$ cat src/rtl/core/sstk_pkg.sv
// ----------------------------------------------------------------------------
// Sortable stack package
// Shared constants, action codes and sequencer states of the sortable stack.
// ----------------------------------------------------------------------------
package sstk_pkg;

  localparam int DEPTH_DEF = 32;
  localparam int VALUE_W   = 32;
  localparam int ACTION_W  = 2;

  typedef enum logic [ACTION_W-1:0] {
    ACT_PUSH  = 2'd0,
    ACT_POP   = 2'd1,
    ACT_SORT  = 2'd2,
    ACT_PRINT = 2'd3
  } sstk_action_t;

  typedef enum logic [2:0] {
    ST_IDLE,
    ST_EMIT,
    ST_SORT_RD0,
    ST_SORT_LD,
    ST_SORT_CMP,
    ST_SORT_END,
    ST_PR_RD,
    ST_PR_OUT
  } sstk_state_t;

endpackage

$ cat src/rtl/core/sstk_if.sv
// ----------------------------------------------------------------------------
// Sortable stack channels
// Request and response channels with valid/ready handshakes.
// ----------------------------------------------------------------------------
interface sstk_req_if;
  import sstk_pkg::*;

  logic                       valid;
  logic                       ready;
  logic [ACTION_W-1:0]        action;
  logic signed [VALUE_W-1:0]  push_value;

  modport source (output valid, output action, output push_value, input ready);
  modport sink   (input valid, input action, input push_value, output ready);
endinterface

interface sstk_rsp_if;
  import sstk_pkg::*;

  logic                       valid;
  logic                       ready;
  logic signed [VALUE_W-1:0]  item_value;
  logic                       list_empty;
  logic                       overflow;
  logic                       last;

  modport source (output valid, output item_value, output list_empty, output overflow,
                  output last, input ready);
  modport sink   (input valid, input item_value, input list_empty, input overflow,
                  input last, output ready);
endinterface

$ cat src/rtl/core/sortable_stack_with_dump.sv
// ----------------------------------------------------------------------------
// Sortable stack with dump
// Bounded LIFO of signed values with push, pop, in-place sort and print.
//
//   Channel  Direction  Payload
//   req      in         action, push_value
//   rsp      out        item_value, list_empty, overflow, last
//
// Push and pop complete in the idle state; a dropped push or an empty print
// passes through the emit state. A print of n entries makes one memory read
// and one response transfer per entry. A sort of n entries runs n-1 bubble
// passes through one compare unit and one memory read port. A stalled
// response holds the sequencer; rst clears the count and the sequencer, not
// the stored values.
// ----------------------------------------------------------------------------
module sortable_stack_with_dump #(
  parameter int DEPTH = sstk_pkg::DEPTH_DEF
) (
  input  logic      clk,
  input  logic      rst,
  sstk_req_if.sink  req,
  sstk_rsp_if.source rsp
);
  import sstk_pkg::*;

  localparam int CW = $clog2(DEPTH + 1);
  localparam int AW = (DEPTH > 1) ? $clog2(DEPTH) : 1;

  logic signed [VALUE_W-1:0] mem [DEPTH];

  sstk_state_t               state, state_next;
  logic [CW-1:0]             count, count_next;
  logic [AW-1:0]             lim, lim_next;
  logic [AW-1:0]             idx, idx_next;
  logic signed [VALUE_W-1:0] hold, hold_next;
  logic                      emit_empty, emit_empty_next;

  logic                      wr_en;
  logic [AW-1:0]             wr_addr;
  logic signed [VALUE_W-1:0] wr_data;
  logic                      rd_en;
  logic [AW-1:0]             rd_addr;
  logic signed [VALUE_W-1:0] rd_data;

  logic                      out_valid;
  logic signed [VALUE_W-1:0] out_value;
  logic                      out_empty;
  logic                      out_ovf;
  logic                      out_last;
  logic                      load_out;
  logic signed [VALUE_W-1:0] load_value;
  logic                      load_empty;
  logic                      load_ovf;
  logic                      load_last;

  logic                      out_free;
  logic [CW-1:0]             cnt_m1;
  logic                      rd_larger;

  assign out_free  = !out_valid || rsp.ready;
  assign cnt_m1    = count - CW'(1);
  assign rd_larger = rd_data > hold;
  assign req.ready = (state == ST_IDLE);

  always_ff @(posedge clk) begin
    if (wr_en) begin
      mem[wr_addr] <= wr_data;
    end
    if (rd_en) begin
      rd_data <= mem[rd_addr];
    end
  end

  always_ff @(posedge clk) begin
    if (rst) begin
      state <= ST_IDLE;
      count <= '0;
    end else begin
      state <= state_next;
      count <= count_next;
    end
  end

  always_ff @(posedge clk) begin
    lim        <= lim_next;
    idx        <= idx_next;
    hold       <= hold_next;
    emit_empty <= emit_empty_next;
  end

  always_comb begin
    state_next      = state;
    count_next      = count;
    lim_next        = lim;
    idx_next        = idx;
    hold_next       = hold;
    emit_empty_next = emit_empty;
    wr_en           = 1'b0;
    wr_addr         = idx;
    wr_data         = hold;
    rd_en           = 1'b0;
    rd_addr         = idx;
    load_out        = 1'b0;
    load_value      = '0;
    load_empty      = 1'b0;
    load_ovf        = 1'b0;
    load_last       = 1'b1;

    case (state)
      ST_IDLE: begin
        if (req.valid) begin
          case (sstk_action_t'(req.action))
            ACT_PUSH: begin
              if (count == CW'(DEPTH)) begin
                emit_empty_next = 1'b0;
                state_next      = ST_EMIT;
              end else begin
                wr_en      = 1'b1;
                wr_addr    = count[AW-1:0];
                wr_data    = req.push_value;
                count_next = count + CW'(1);
              end
            end
            ACT_POP: begin
              if (count != '0) begin
                count_next = cnt_m1;
              end
            end
            ACT_SORT: begin
              if (count > CW'(1)) begin
                lim_next   = cnt_m1[AW-1:0];
                state_next = ST_SORT_RD0;
              end
            end
            ACT_PRINT: begin
              if (count == '0) begin
                emit_empty_next = 1'b1;
                state_next      = ST_EMIT;
              end else begin
                idx_next   = cnt_m1[AW-1:0];
                state_next = ST_PR_RD;
              end
            end
            default: begin
              state_next = ST_IDLE;
            end
          endcase
        end
      end

      ST_EMIT: begin
        if (out_free) begin
          load_out   = 1'b1;
          load_empty = emit_empty;
          load_ovf   = !emit_empty;
          state_next = ST_IDLE;
        end
      end

      ST_SORT_RD0: begin
        rd_en      = 1'b1;
        rd_addr    = '0;
        state_next = ST_SORT_LD;
      end

      ST_SORT_LD: begin
        hold_next  = rd_data;
        rd_en      = 1'b1;
        rd_addr    = AW'(1);
        idx_next   = AW'(1);
        state_next = ST_SORT_CMP;
      end

      // The smaller value rides upward toward the front of the stack.
      ST_SORT_CMP: begin
        wr_en     = 1'b1;
        wr_addr   = idx - AW'(1);
        wr_data   = rd_larger ? rd_data : hold;
        hold_next = rd_larger ? hold : rd_data;
        if (idx == lim) begin
          state_next = ST_SORT_END;
        end else begin
          rd_en    = 1'b1;
          rd_addr  = idx + AW'(1);
          idx_next = idx + AW'(1);
        end
      end

      ST_SORT_END: begin
        wr_en   = 1'b1;
        wr_addr = lim;
        wr_data = hold;
        if (lim == AW'(1)) begin
          state_next = ST_IDLE;
        end else begin
          lim_next   = lim - AW'(1);
          state_next = ST_SORT_RD0;
        end
      end

      ST_PR_RD: begin
        rd_en      = 1'b1;
        rd_addr    = idx;
        state_next = ST_PR_OUT;
      end

      ST_PR_OUT: begin
        if (out_free) begin
          load_out   = 1'b1;
          load_value = rd_data;
          load_last  = (idx == '0);
          if (idx == '0) begin
            state_next = ST_IDLE;
          end else begin
            idx_next   = idx - AW'(1);
            state_next = ST_PR_RD;
          end
        end
      end

      default: begin
        state_next = ST_IDLE;
      end
    endcase
  end

  always_ff @(posedge clk) begin
    if (rst) begin
      out_valid <= 1'b0;
    end else if (load_out) begin
      out_valid <= 1'b1;
    end else if (rsp.ready) begin
      out_valid <= 1'b0;
    end
  end

  always_ff @(posedge clk) begin
    if (load_out) begin
      out_value <= load_value;
      out_empty <= load_empty;
      out_ovf   <= load_ovf;
      out_last  <= load_last;
    end
  end

  assign rsp.valid      = out_valid;
  assign rsp.item_value = out_value;
  assign rsp.list_empty = out_empty;
  assign rsp.overflow   = out_ovf;
  assign rsp.last       = out_last;

endmodule

$ cat src/flat_wrapper.sv
// flat-port wrapper written by rule: the top's interface ports become plain ports
module sortable_stack_with_dump_flat import sstk_pkg::*;
#(
  parameter int DEPTH = sstk_pkg::DEPTH_DEF
)
  (clk, rst, req_valid, req_action, req_push_value, req_ready, rsp_valid, rsp_item_value, rsp_list_empty, rsp_overflow, rsp_last, rsp_ready);
  sstk_req_if req_i ();
  sstk_rsp_if rsp_i ();
  input  logic clk;
  input  logic rst;
  input wire logic [$bits(req_i.valid)-1:0] req_valid;
  input wire logic [$bits(req_i.action)-1:0] req_action;
  input wire logic [$bits(req_i.push_value)-1:0] req_push_value;
  output wire logic [$bits(req_i.ready)-1:0] req_ready;
  output wire logic [$bits(rsp_i.valid)-1:0] rsp_valid;
  output wire logic [$bits(rsp_i.item_value)-1:0] rsp_item_value;
  output wire logic [$bits(rsp_i.list_empty)-1:0] rsp_list_empty;
  output wire logic [$bits(rsp_i.overflow)-1:0] rsp_overflow;
  output wire logic [$bits(rsp_i.last)-1:0] rsp_last;
  input wire logic [$bits(rsp_i.ready)-1:0] rsp_ready;
  assign req_i.valid = req_valid;
  assign req_i.action = req_action;
  assign req_i.push_value = req_push_value;
  assign req_ready = req_i.ready;
  assign rsp_valid = rsp_i.valid;
  assign rsp_item_value = rsp_i.item_value;
  assign rsp_list_empty = rsp_i.list_empty;
  assign rsp_overflow = rsp_i.overflow;
  assign rsp_last = rsp_i.last;
  assign rsp_i.ready = rsp_ready;
  sortable_stack_with_dump #(.DEPTH(DEPTH)) u_core (.clk(clk), .rst(rst), .req(req_i), .rsp(rsp_i));
endmodule
$ cat config.mk
export PLATFORM = sky130hd
export DESIGN_NAME = sortable_stack_with_dump_flat
export DESIGN_NICKNAME = d
export VERILOG_FILES = /design/src/rtl/core/sstk_pkg.sv /design/src/rtl/core/sstk_if.sv /design/src/rtl/core/sortable_stack_with_dump.sv /design/src/flat_wrapper.sv
export SDC_FILE = /design/constraint.sdc
export NUM_CORES = 1
export LEC_CHECK = 0
export BUFFER_PORTS_ARGS = -buffer_cell sky130_fd_sc_hd__buf_2
export CELL_PAD_IN_SITES_DETAIL_PLACEMENT = 0
export CELL_PAD_IN_SITES_GLOBAL_PLACEMENT = 1
export CORE_MARGIN = 3
export CORE_UTILIZATION = 29
export CTS_CLUSTER_SIZE = 12
export DETAILED_ROUTE_END_ITERATION = 12
export GPL_TIMING_DRIVEN = 1
export PLACE_DENSITY = 0.53
export SKIP_CTS_REPAIR_TIMING = 1
export SYNTH_ARGS = -nofsm -noshare
export SYNTH_HDL_FRONTEND = slang
export SYNTH_SLANG_ARGS = --single-unit
$ cat constraint.sdc
create_clock -name clk -period 5.6 [get_ports clk]
set_input_delay 0.56 -clock clk [delete_from_list [all_inputs] [get_ports clk]]
set_output_delay 0.56 -clock clk [all_outputs]
set_load 0.03 [all_outputs]
==> results of run 1 <==
sequential cells by signal (all words and copies together) (netlist names), 3 cells and up:
| signal | flops |
|---|---|
| u_core.state | 3 |
| u_core.count | 6 |
| u_core.rsp.item_value | 32 |
| u_core.lim | 5 |
| u_core.hold | 32 |
| u_core.mem | 1024 |
| u_core.rd_data | 32 |
| u_core.idx | 5 |
worst max-delay path by stage:
stage / depth (start not counted) / to / startpoint
after CTS: 9 / u_core.mem[25][7] / u_core.rd_data[26]
after global routing: 10 / u_core.mem[9][17] / u_core.rd_data[26]
final: 10 / u_core.mem[7][22] / u_core.rd_data[26]
after floorplan: 12 / u_core.mem[5][0] / req_action[0]
after global placement: 9 / u_core.mem[3][7] / u_core.rd_data[25]
after detailed placement: 9 / u_core.mem[1][7] / u_core.rd_data[26]
logic make-up (layout without fill, tap and decap cells):
| logic type | after synthesis | after routing | share of synthesized area |
|---|---|---|---|
| xor gates and xnor gates | 23 | 23 | 0.00435 |
| buffers and inverters | 259 | 476 | 0.0279 |
| and+or+nand+nor | 1268 | 1268 | 0.120 |
| DFF | 1144 | 1144 | 0.739 |
| adders and majority gates | 45 | 45 | 0.0121 |
| muxes | 134 | 134 | 0.0289 |
| AOI/OAI and AO/OA | 431 | 431 | 0.0672 |
per-stage QoR:
stage	power, W	utilization
5_1_grt	0.0313	0.340
2_1_floorplan	0.0181	-
4_1_cts	0.0302	0.340
3_3_place_gp	0.0226	0.317
6_report	0.0300	0.340
3_5_place_dp	0.0226	0.317
power by group:
group / internal (W) / leakage [nW] / switching [W]
clock network: 0.00423 / 1.77 / 0.00336
registers: 0.0117 / 10.3 / 0.000252
logic: 0.00274 / 5.70 / 0.00765
cell usage in the layout, fill, tap and decap left out, drive strengths merged, types with 8 or more instances in the layout:
cell and n:
nand3 266, nor2 68, ha 45, a21oi 32, clkinv 46, dfxtp 10, edfxtp 1134, buf 205
a32oi 131, o21ai 56, clkbuf 160, nor4 33, a21o 11, inv 57, xor2 8, nor3 12
a22oi 32, nand2 814, mux2i 134, and2 34, xnor2 15, a31oi 133
cell type report:
type / instances / area, µm²
multi-input combinational: 1901 / 11300
sequential: 1144 / 34300
inverter: 52 / 195
clock buffer: 160 / 3200
fill: 15500 / 105000
timing repair buffer: 205 / 1890
tap: 2072 / 2590
clock inverter: 59 / 465
critical path, stage by stage, from the launching register on:
cell and delay [ns]:
edfxtp_1 0.44, ha_1 0.34, nand4_1 0.12, nor2_1 0.17, nand3_1 0.21, o31ai_1 0.74
a21oi_1 0.27, o211a_2 0.53, buf_12 0.26, buf_4 0.18, o21ai_2 0.96
layer usage:
layer  vias up  track usage  wire length, µm
li1      12700            -                -
met3       156       0.0237             7880
met4         0       0.0447             2910
met2       824        0.303            73400
met5         -            0                0
met1     14500        0.243            66100
==> results by group, run 1 <==
Run status
  • Status: complete, no violations

Synth
  • Cells after Synth: between 3000 and 4000
  • Count leader, synth: edfxtp_1
  • Largest area contributor in the netlist: edfxtp_1
  • Synth top area share: 0.735
  • Synthesized net count: roughly 3400
  • Yosys warning total: 0
  • Top post-synthesis cells by count: edfxtp_1, nand2_1, nand3_1, mux2i_1, a31oi_1
  • Synth unique cells: slightly below 70
  • Ys flop type: edfxtp_1
  • Mapped cell area: between 40000 and 50000 µm²
  • #FFs+latches synth: roughly 1100
  • Top post-synthesis cells by area: edfxtp_1, nand2_1, mux2i_1
  • Avg Cell Area, Syn: between 10 and 15 µm²
  • Post-synth ARST share: 0
  • Sequential area share after synthesis: 0.739
  • Post-synth EDFFs: approximately 1100

Clock network
  • Clock H-tree levels: 3
  • Clock Sinks: 1144
  • Max Buffers Root-to-Sink: 3
  • Clock transition at path regs: ~0.06 ns
  • Total CTS buffers: 120
  • Clk root buf: clkbuf_16
  • Clk_lat worst skew: ~0.75 ns
  • CTS tree: yes

Placed design
  • Pre-CTS WS: 0.873 ns
  • PortBufs: 74
  • Placed Cells: between 5000 and 6000
  • Final Wtd Congestion: roughly 0.76
  • Placed standard-cell area: approximately 50000 µm²
  • HPWL Detailed: between 80000 and 90000 µm

Worst setup path
  • Critical path data arrival time: ~5.0 ns
  • Register-to-register setup slack: 0.96 ns
  • Worst setup path category: register to register
  • Depth of the worst register-to-register path: 10
  • CP endpoint kind: register
  • Worst Path Required: around 6 ns
  • Crit start category: register
  • R2R Path Start: u_core.rd_data[26]
  • R2r endpoint: u_core.mem[7][22]
  • Crit path max fanout: 32

Drt
  • Vias/cell: around 5.0
  • DRC: 0
  • ANT nets after route: 0
  • Final wirelength: between 150000 and 200000 µm
  • Vias: between 20000 and 30000
  • DR WL/cell: around 27 µm
  • Initial DRC Count: 2645
  • TritonRoute pass-1 iters: 5

STA
  • RSZ-0062 raised after global routing: no
  • Final worst slack: ~0.96 ns
  • Setup TNS: 0 ns
  • Tmin final: around 4.6 ns
  • WHS: about 0.15 ns
  • Setup violations, final: 0
  • Setup Skew: about 0.041 ns
  • Fmax: roughly 220 MHz
  • Final period util: 0.829
  • Worst-margin pin slew: roughly 1.4 ns
  • Rel. slew slack: 0.0779
  • Max Transition Viols Final: 0
  • Final Hold Vio Count: 0

Finish
  • Final cell area excluding filler cells: about 54000 µm²
  • Share of post-route cells with drive strength above 1: 0.135
  • Post-route insts no fill: roughly 5600
  • Area delta synth->final: 16.4%
  • Layout Nets: 3507
  • Number of diodes: 0

Min path
  • Hold Startpoint: rst
  • Hold WC Path Type: input pin to register
  • Hold Path Sink: u_core.state[1]
  • Hold Path Depth: 2

Floorplanning
  • Site Rows: 146
  • Die Y-Extent: 406 µm
  • Initial Util: 0.292
  • Core area: about 160000 µm²
  • Die Area: about 160000 µm²
  • Die width: approximately 410 µm
  • Ports: 75

GRT
  • Total GRT Usage: 0.179
  • GRT Residual Overflow: 0
  • Vias in the first global route: roughly 27000
  • Largest net degree at the start of global routing: 83
  • First-pass GRT wire length: 210000 µm
  • Initial antenna violation count: 6

Power and ir drop
  • Power Density: between 500 and 600 nW/µm²
  • Leak pwr: between 15 and 20 nW
  • Worst IR Drop VDD: around 0.32 mV

Flow run
  • Max-cap violations: 0
Note: power is estimated with default switching activity, not from simulation.
==> inputs of run 2 (changes only) <==
==> constraint.sdc (replaced) <==
create_clock -name clk -period 4.5 [get_ports clk]
set_input_delay 0.45 -clock clk [delete_from_list [all_inputs] [get_ports clk]]
set_output_delay 0.45 -clock clk [all_outputs]
set_load 0.03 [all_outputs]
==> results by group, run 2 (synthesis gave the netlist of run 1 again) <==
Drt
  • DRC: 0
  • Vias/cell: around 5
  • Final wirelength: around 150000 µm
  • Vias: 28600
  • DR WL/cell: 27.3 µm
  • Initial DRC Count: ~3000
  • TritonRoute pass-1 iters: 5
  • ANT nets after route: 0

STA
  • Setup TNS: 0 ns
  • Tmin final: a little over 4 ns
  • Final worst slack: between 0.3 and 0.4 ns
  • Final period util: 0.922
  • Final Hold Vio Count: 0
  • Setup Skew: ~0.04 ns
  • Fmax: 241 MHz
  • Rel. slew slack: 0.251
  • Max Transition Viols Final: 0
  • RSZ-0062 raised after global routing: no
  • Worst-margin pin slew: 1.12 ns
  • Setup violations, final: 0

Worst setup path
  • Critical path data arrival time: ~4.7 ns
  • CP endpoint kind: register
  • Register-to-register setup slack: about 0.35 ns
  • R2R Path Start: u_core.rd_data[15]
  • Cell family with most CP delay: compound AO/OA/AOI/OAI gates
  • Worst setup path category: register to register
  • Depth of the worst register-to-register path: 10
  • Critical Path Max Stage Delay: between 0.9 and 1 ns
  • Worst Path Required: roughly 5.1 ns
  • Crit start category: register
  • Crit path from: u_core.rd_data[15]
  • CP max-delay cell: a211oi_4
  • WP buf/inv: 2
  • CP Cell Sequence: ha_1 -> and3_1 -> nand4_1 -> a21oi_1 -> o21bai_1 -> a211oi_4 -> buf_4 -> a22oi_1 -> o21ai_2 -> buf_12
  • R2r endpoint: u_core.mem[10][9]
  • Crit path max fanout: 32

Finish
  • Max reg flops: slightly above 1000
  • Multi-input logic area: roughly 11000 µm²
  • Layout Nets: ~3600
  • Area delta synth->final: 18.5%
  • Most common cell after layout, fill and taps aside: edfxtp_1
  • Share of post-route cells with drive strength above 1: 0.150
  • Commonest non-fill, non-tap cells in the layout: edfxtp_1, nand2_1, nand3_1, mux2i_1, a31oi_1
  • Filler Cells Inserted: between 15000 and 20000
  • Final core occ: 0.346
  • Largest Register: u_core.mem
  • Sequential Area: approximately 34000 µm²

Clock network
  • Total CTS buffers: about 120
  • Clk root buf: clkbuf_16
  • Clock Sinks: approximately 1100
  • Clock transition at path regs: around 0.07 ns
  • Max Buffers Root-to-Sink: 3
  • CTS tree: yes
  • Clk_lat worst skew: about 0.75 ns
  • Clock H-tree levels: 3

Min path
  • Hold WC Path Type: input pin to register
  • Hold Path Depth: 2
  • Hold Path Sink: u_core.count[4]
  • Hold Startpoint: rst

GRT
  • Largest net degree at the start of global routing: roughly 110
  • GRT Residual Overflow: 0
  • First-pass GRT wire length: 216000 µm
  • Vias in the first global route: around 28000
  • Total GRT Usage: 0.185
  • Initial antenna violation count: 16

Power and ir drop
  • Worst IR Drop VDD: ~0.42 mV
  • Clk network pwr share: 0.247
  • Switch share: 0.371
  • Sw power: about 0.014 W
  • Power Density: between 600 and 700 nW/µm²
  • Int Pwr: between 0.02 and 0.025 W
  • Sequential power share: 0.392
  • Logic gate share of total power: 0.361
  • Leak pwr: ~18 nW

Floorplanning
  • Die width: a little over 400 µm
  • Initial Util: 0.292
  • Die Y-Extent: ~410 µm
  • Ports: 75
  • Site Rows: between 100 and 150
  • Die Area: approximately 160000 µm²
  • Core area: about 160000 µm²

Placed design
  • Pre-CTS WS: 0.416 ns
  • HPWL Detailed: roughly 89000 µm
  • Final Wtd Congestion: between 0.7 and 0.8
  • PortBufs: 74

Run status
  • Status: complete, no violations

Flow run
  • Max-cap violations: 0
run 2: changes by cell type in the layout (fill, tap and decap cells not counted), moves of 2 or more:
cell        previous run  this run
clkinv_1              35        29
clkbuf_1              35        40
clkbuf_8               5         0
bufinv_16              5         7
o21ai_4               10         1
buf_12                43        90
buf_4                 88       110
clkinvlp_4             3         1
o21ai_2               21        30
diode_2                0         2
run 2: how the worst max path moves through the flow:
stage	end	slack, ns	depth (start not counted)
after floorplan	u_core.mem[5][0]	0.40	12
after global placement	u_core.mem[26][11]	0.29	10
after detailed placement	u_core.rd_data[26]	0.42	11
after CTS	u_core.rd_data[26]	0.38	11
after global routing	u_core.mem[9][13]	0.20	11
final	u_core.mem[10][9]	0.35	10
run 2: metrics by stage:
stage / power (W) / cells / area [µm²] / hold slack (ns)
floorplan: 0.0225 / 3304 / 46400 / 0.450
global placement: 0.0289 / 5443 / 51300 / 0.485
detailed placement: 0.0290 / 5443 / 51300 / 0.503
CTS: 0.0384 / 5654 / 54900 / -0.0272
global route: 0.0398 / 5654 / 54900 / 0.0137
finish: 0.0380 / 5656 / 54900 / 0.0199
run 2: per-layer routing:
metal,up-vias,track usage,part of all wire
li1,12800,-,-
met1,14700,0.263,0.45
met2,930,0.296,0.46
met3,182,0.0266,0.062
met4,0,0.0497,0.023
met5,-,0,0
run 2: cell type report:
type | count | area share
inverters | 52 | 0.00355
well taps | 2072 | 0.0472
clock buffers | 159 | 0.0569
flip-flops and latches | 1144 | 0.624
multi-input cells | 1901 | 0.205
repair buffers | 274 | 0.0546
diodes | 2 | 0.0000911
clock inverters | 52 | 0.00870
run 2: power by group through the flow:
| stage | sequential, W | clock (W) | combinational (W) |
|---|---|---|---|
| 2_1_floorplan | 0.0153 | 0 | 0.00716 |
| 3_3_place_gp | 0.0151 | 0 | 0.0138 |
| 5_1_grt | 0.0150 | 0.0100 | 0.0148 |
| 6_report | 0.0149 | 0.00939 | 0.0137 |
| 4_1_cts | 0.0149 | 0.00961 | 0.0139 |
| 3_5_place_dp | 0.0151 | 0 | 0.0138 |
run 2: worst reg2reg max path, cell delays in order, from the launching register on:
cell and delay, ns:
edfxtp_1 0.44, ha_1 0.33, and3_1 0.31, nand4_1 0.36, a21oi_1 0.45, o21bai_1 0.22, a211oi_4 0.97, buf_4 0.41
a22oi_1 0.15, o21ai_2 0.12, buf_12 0.19
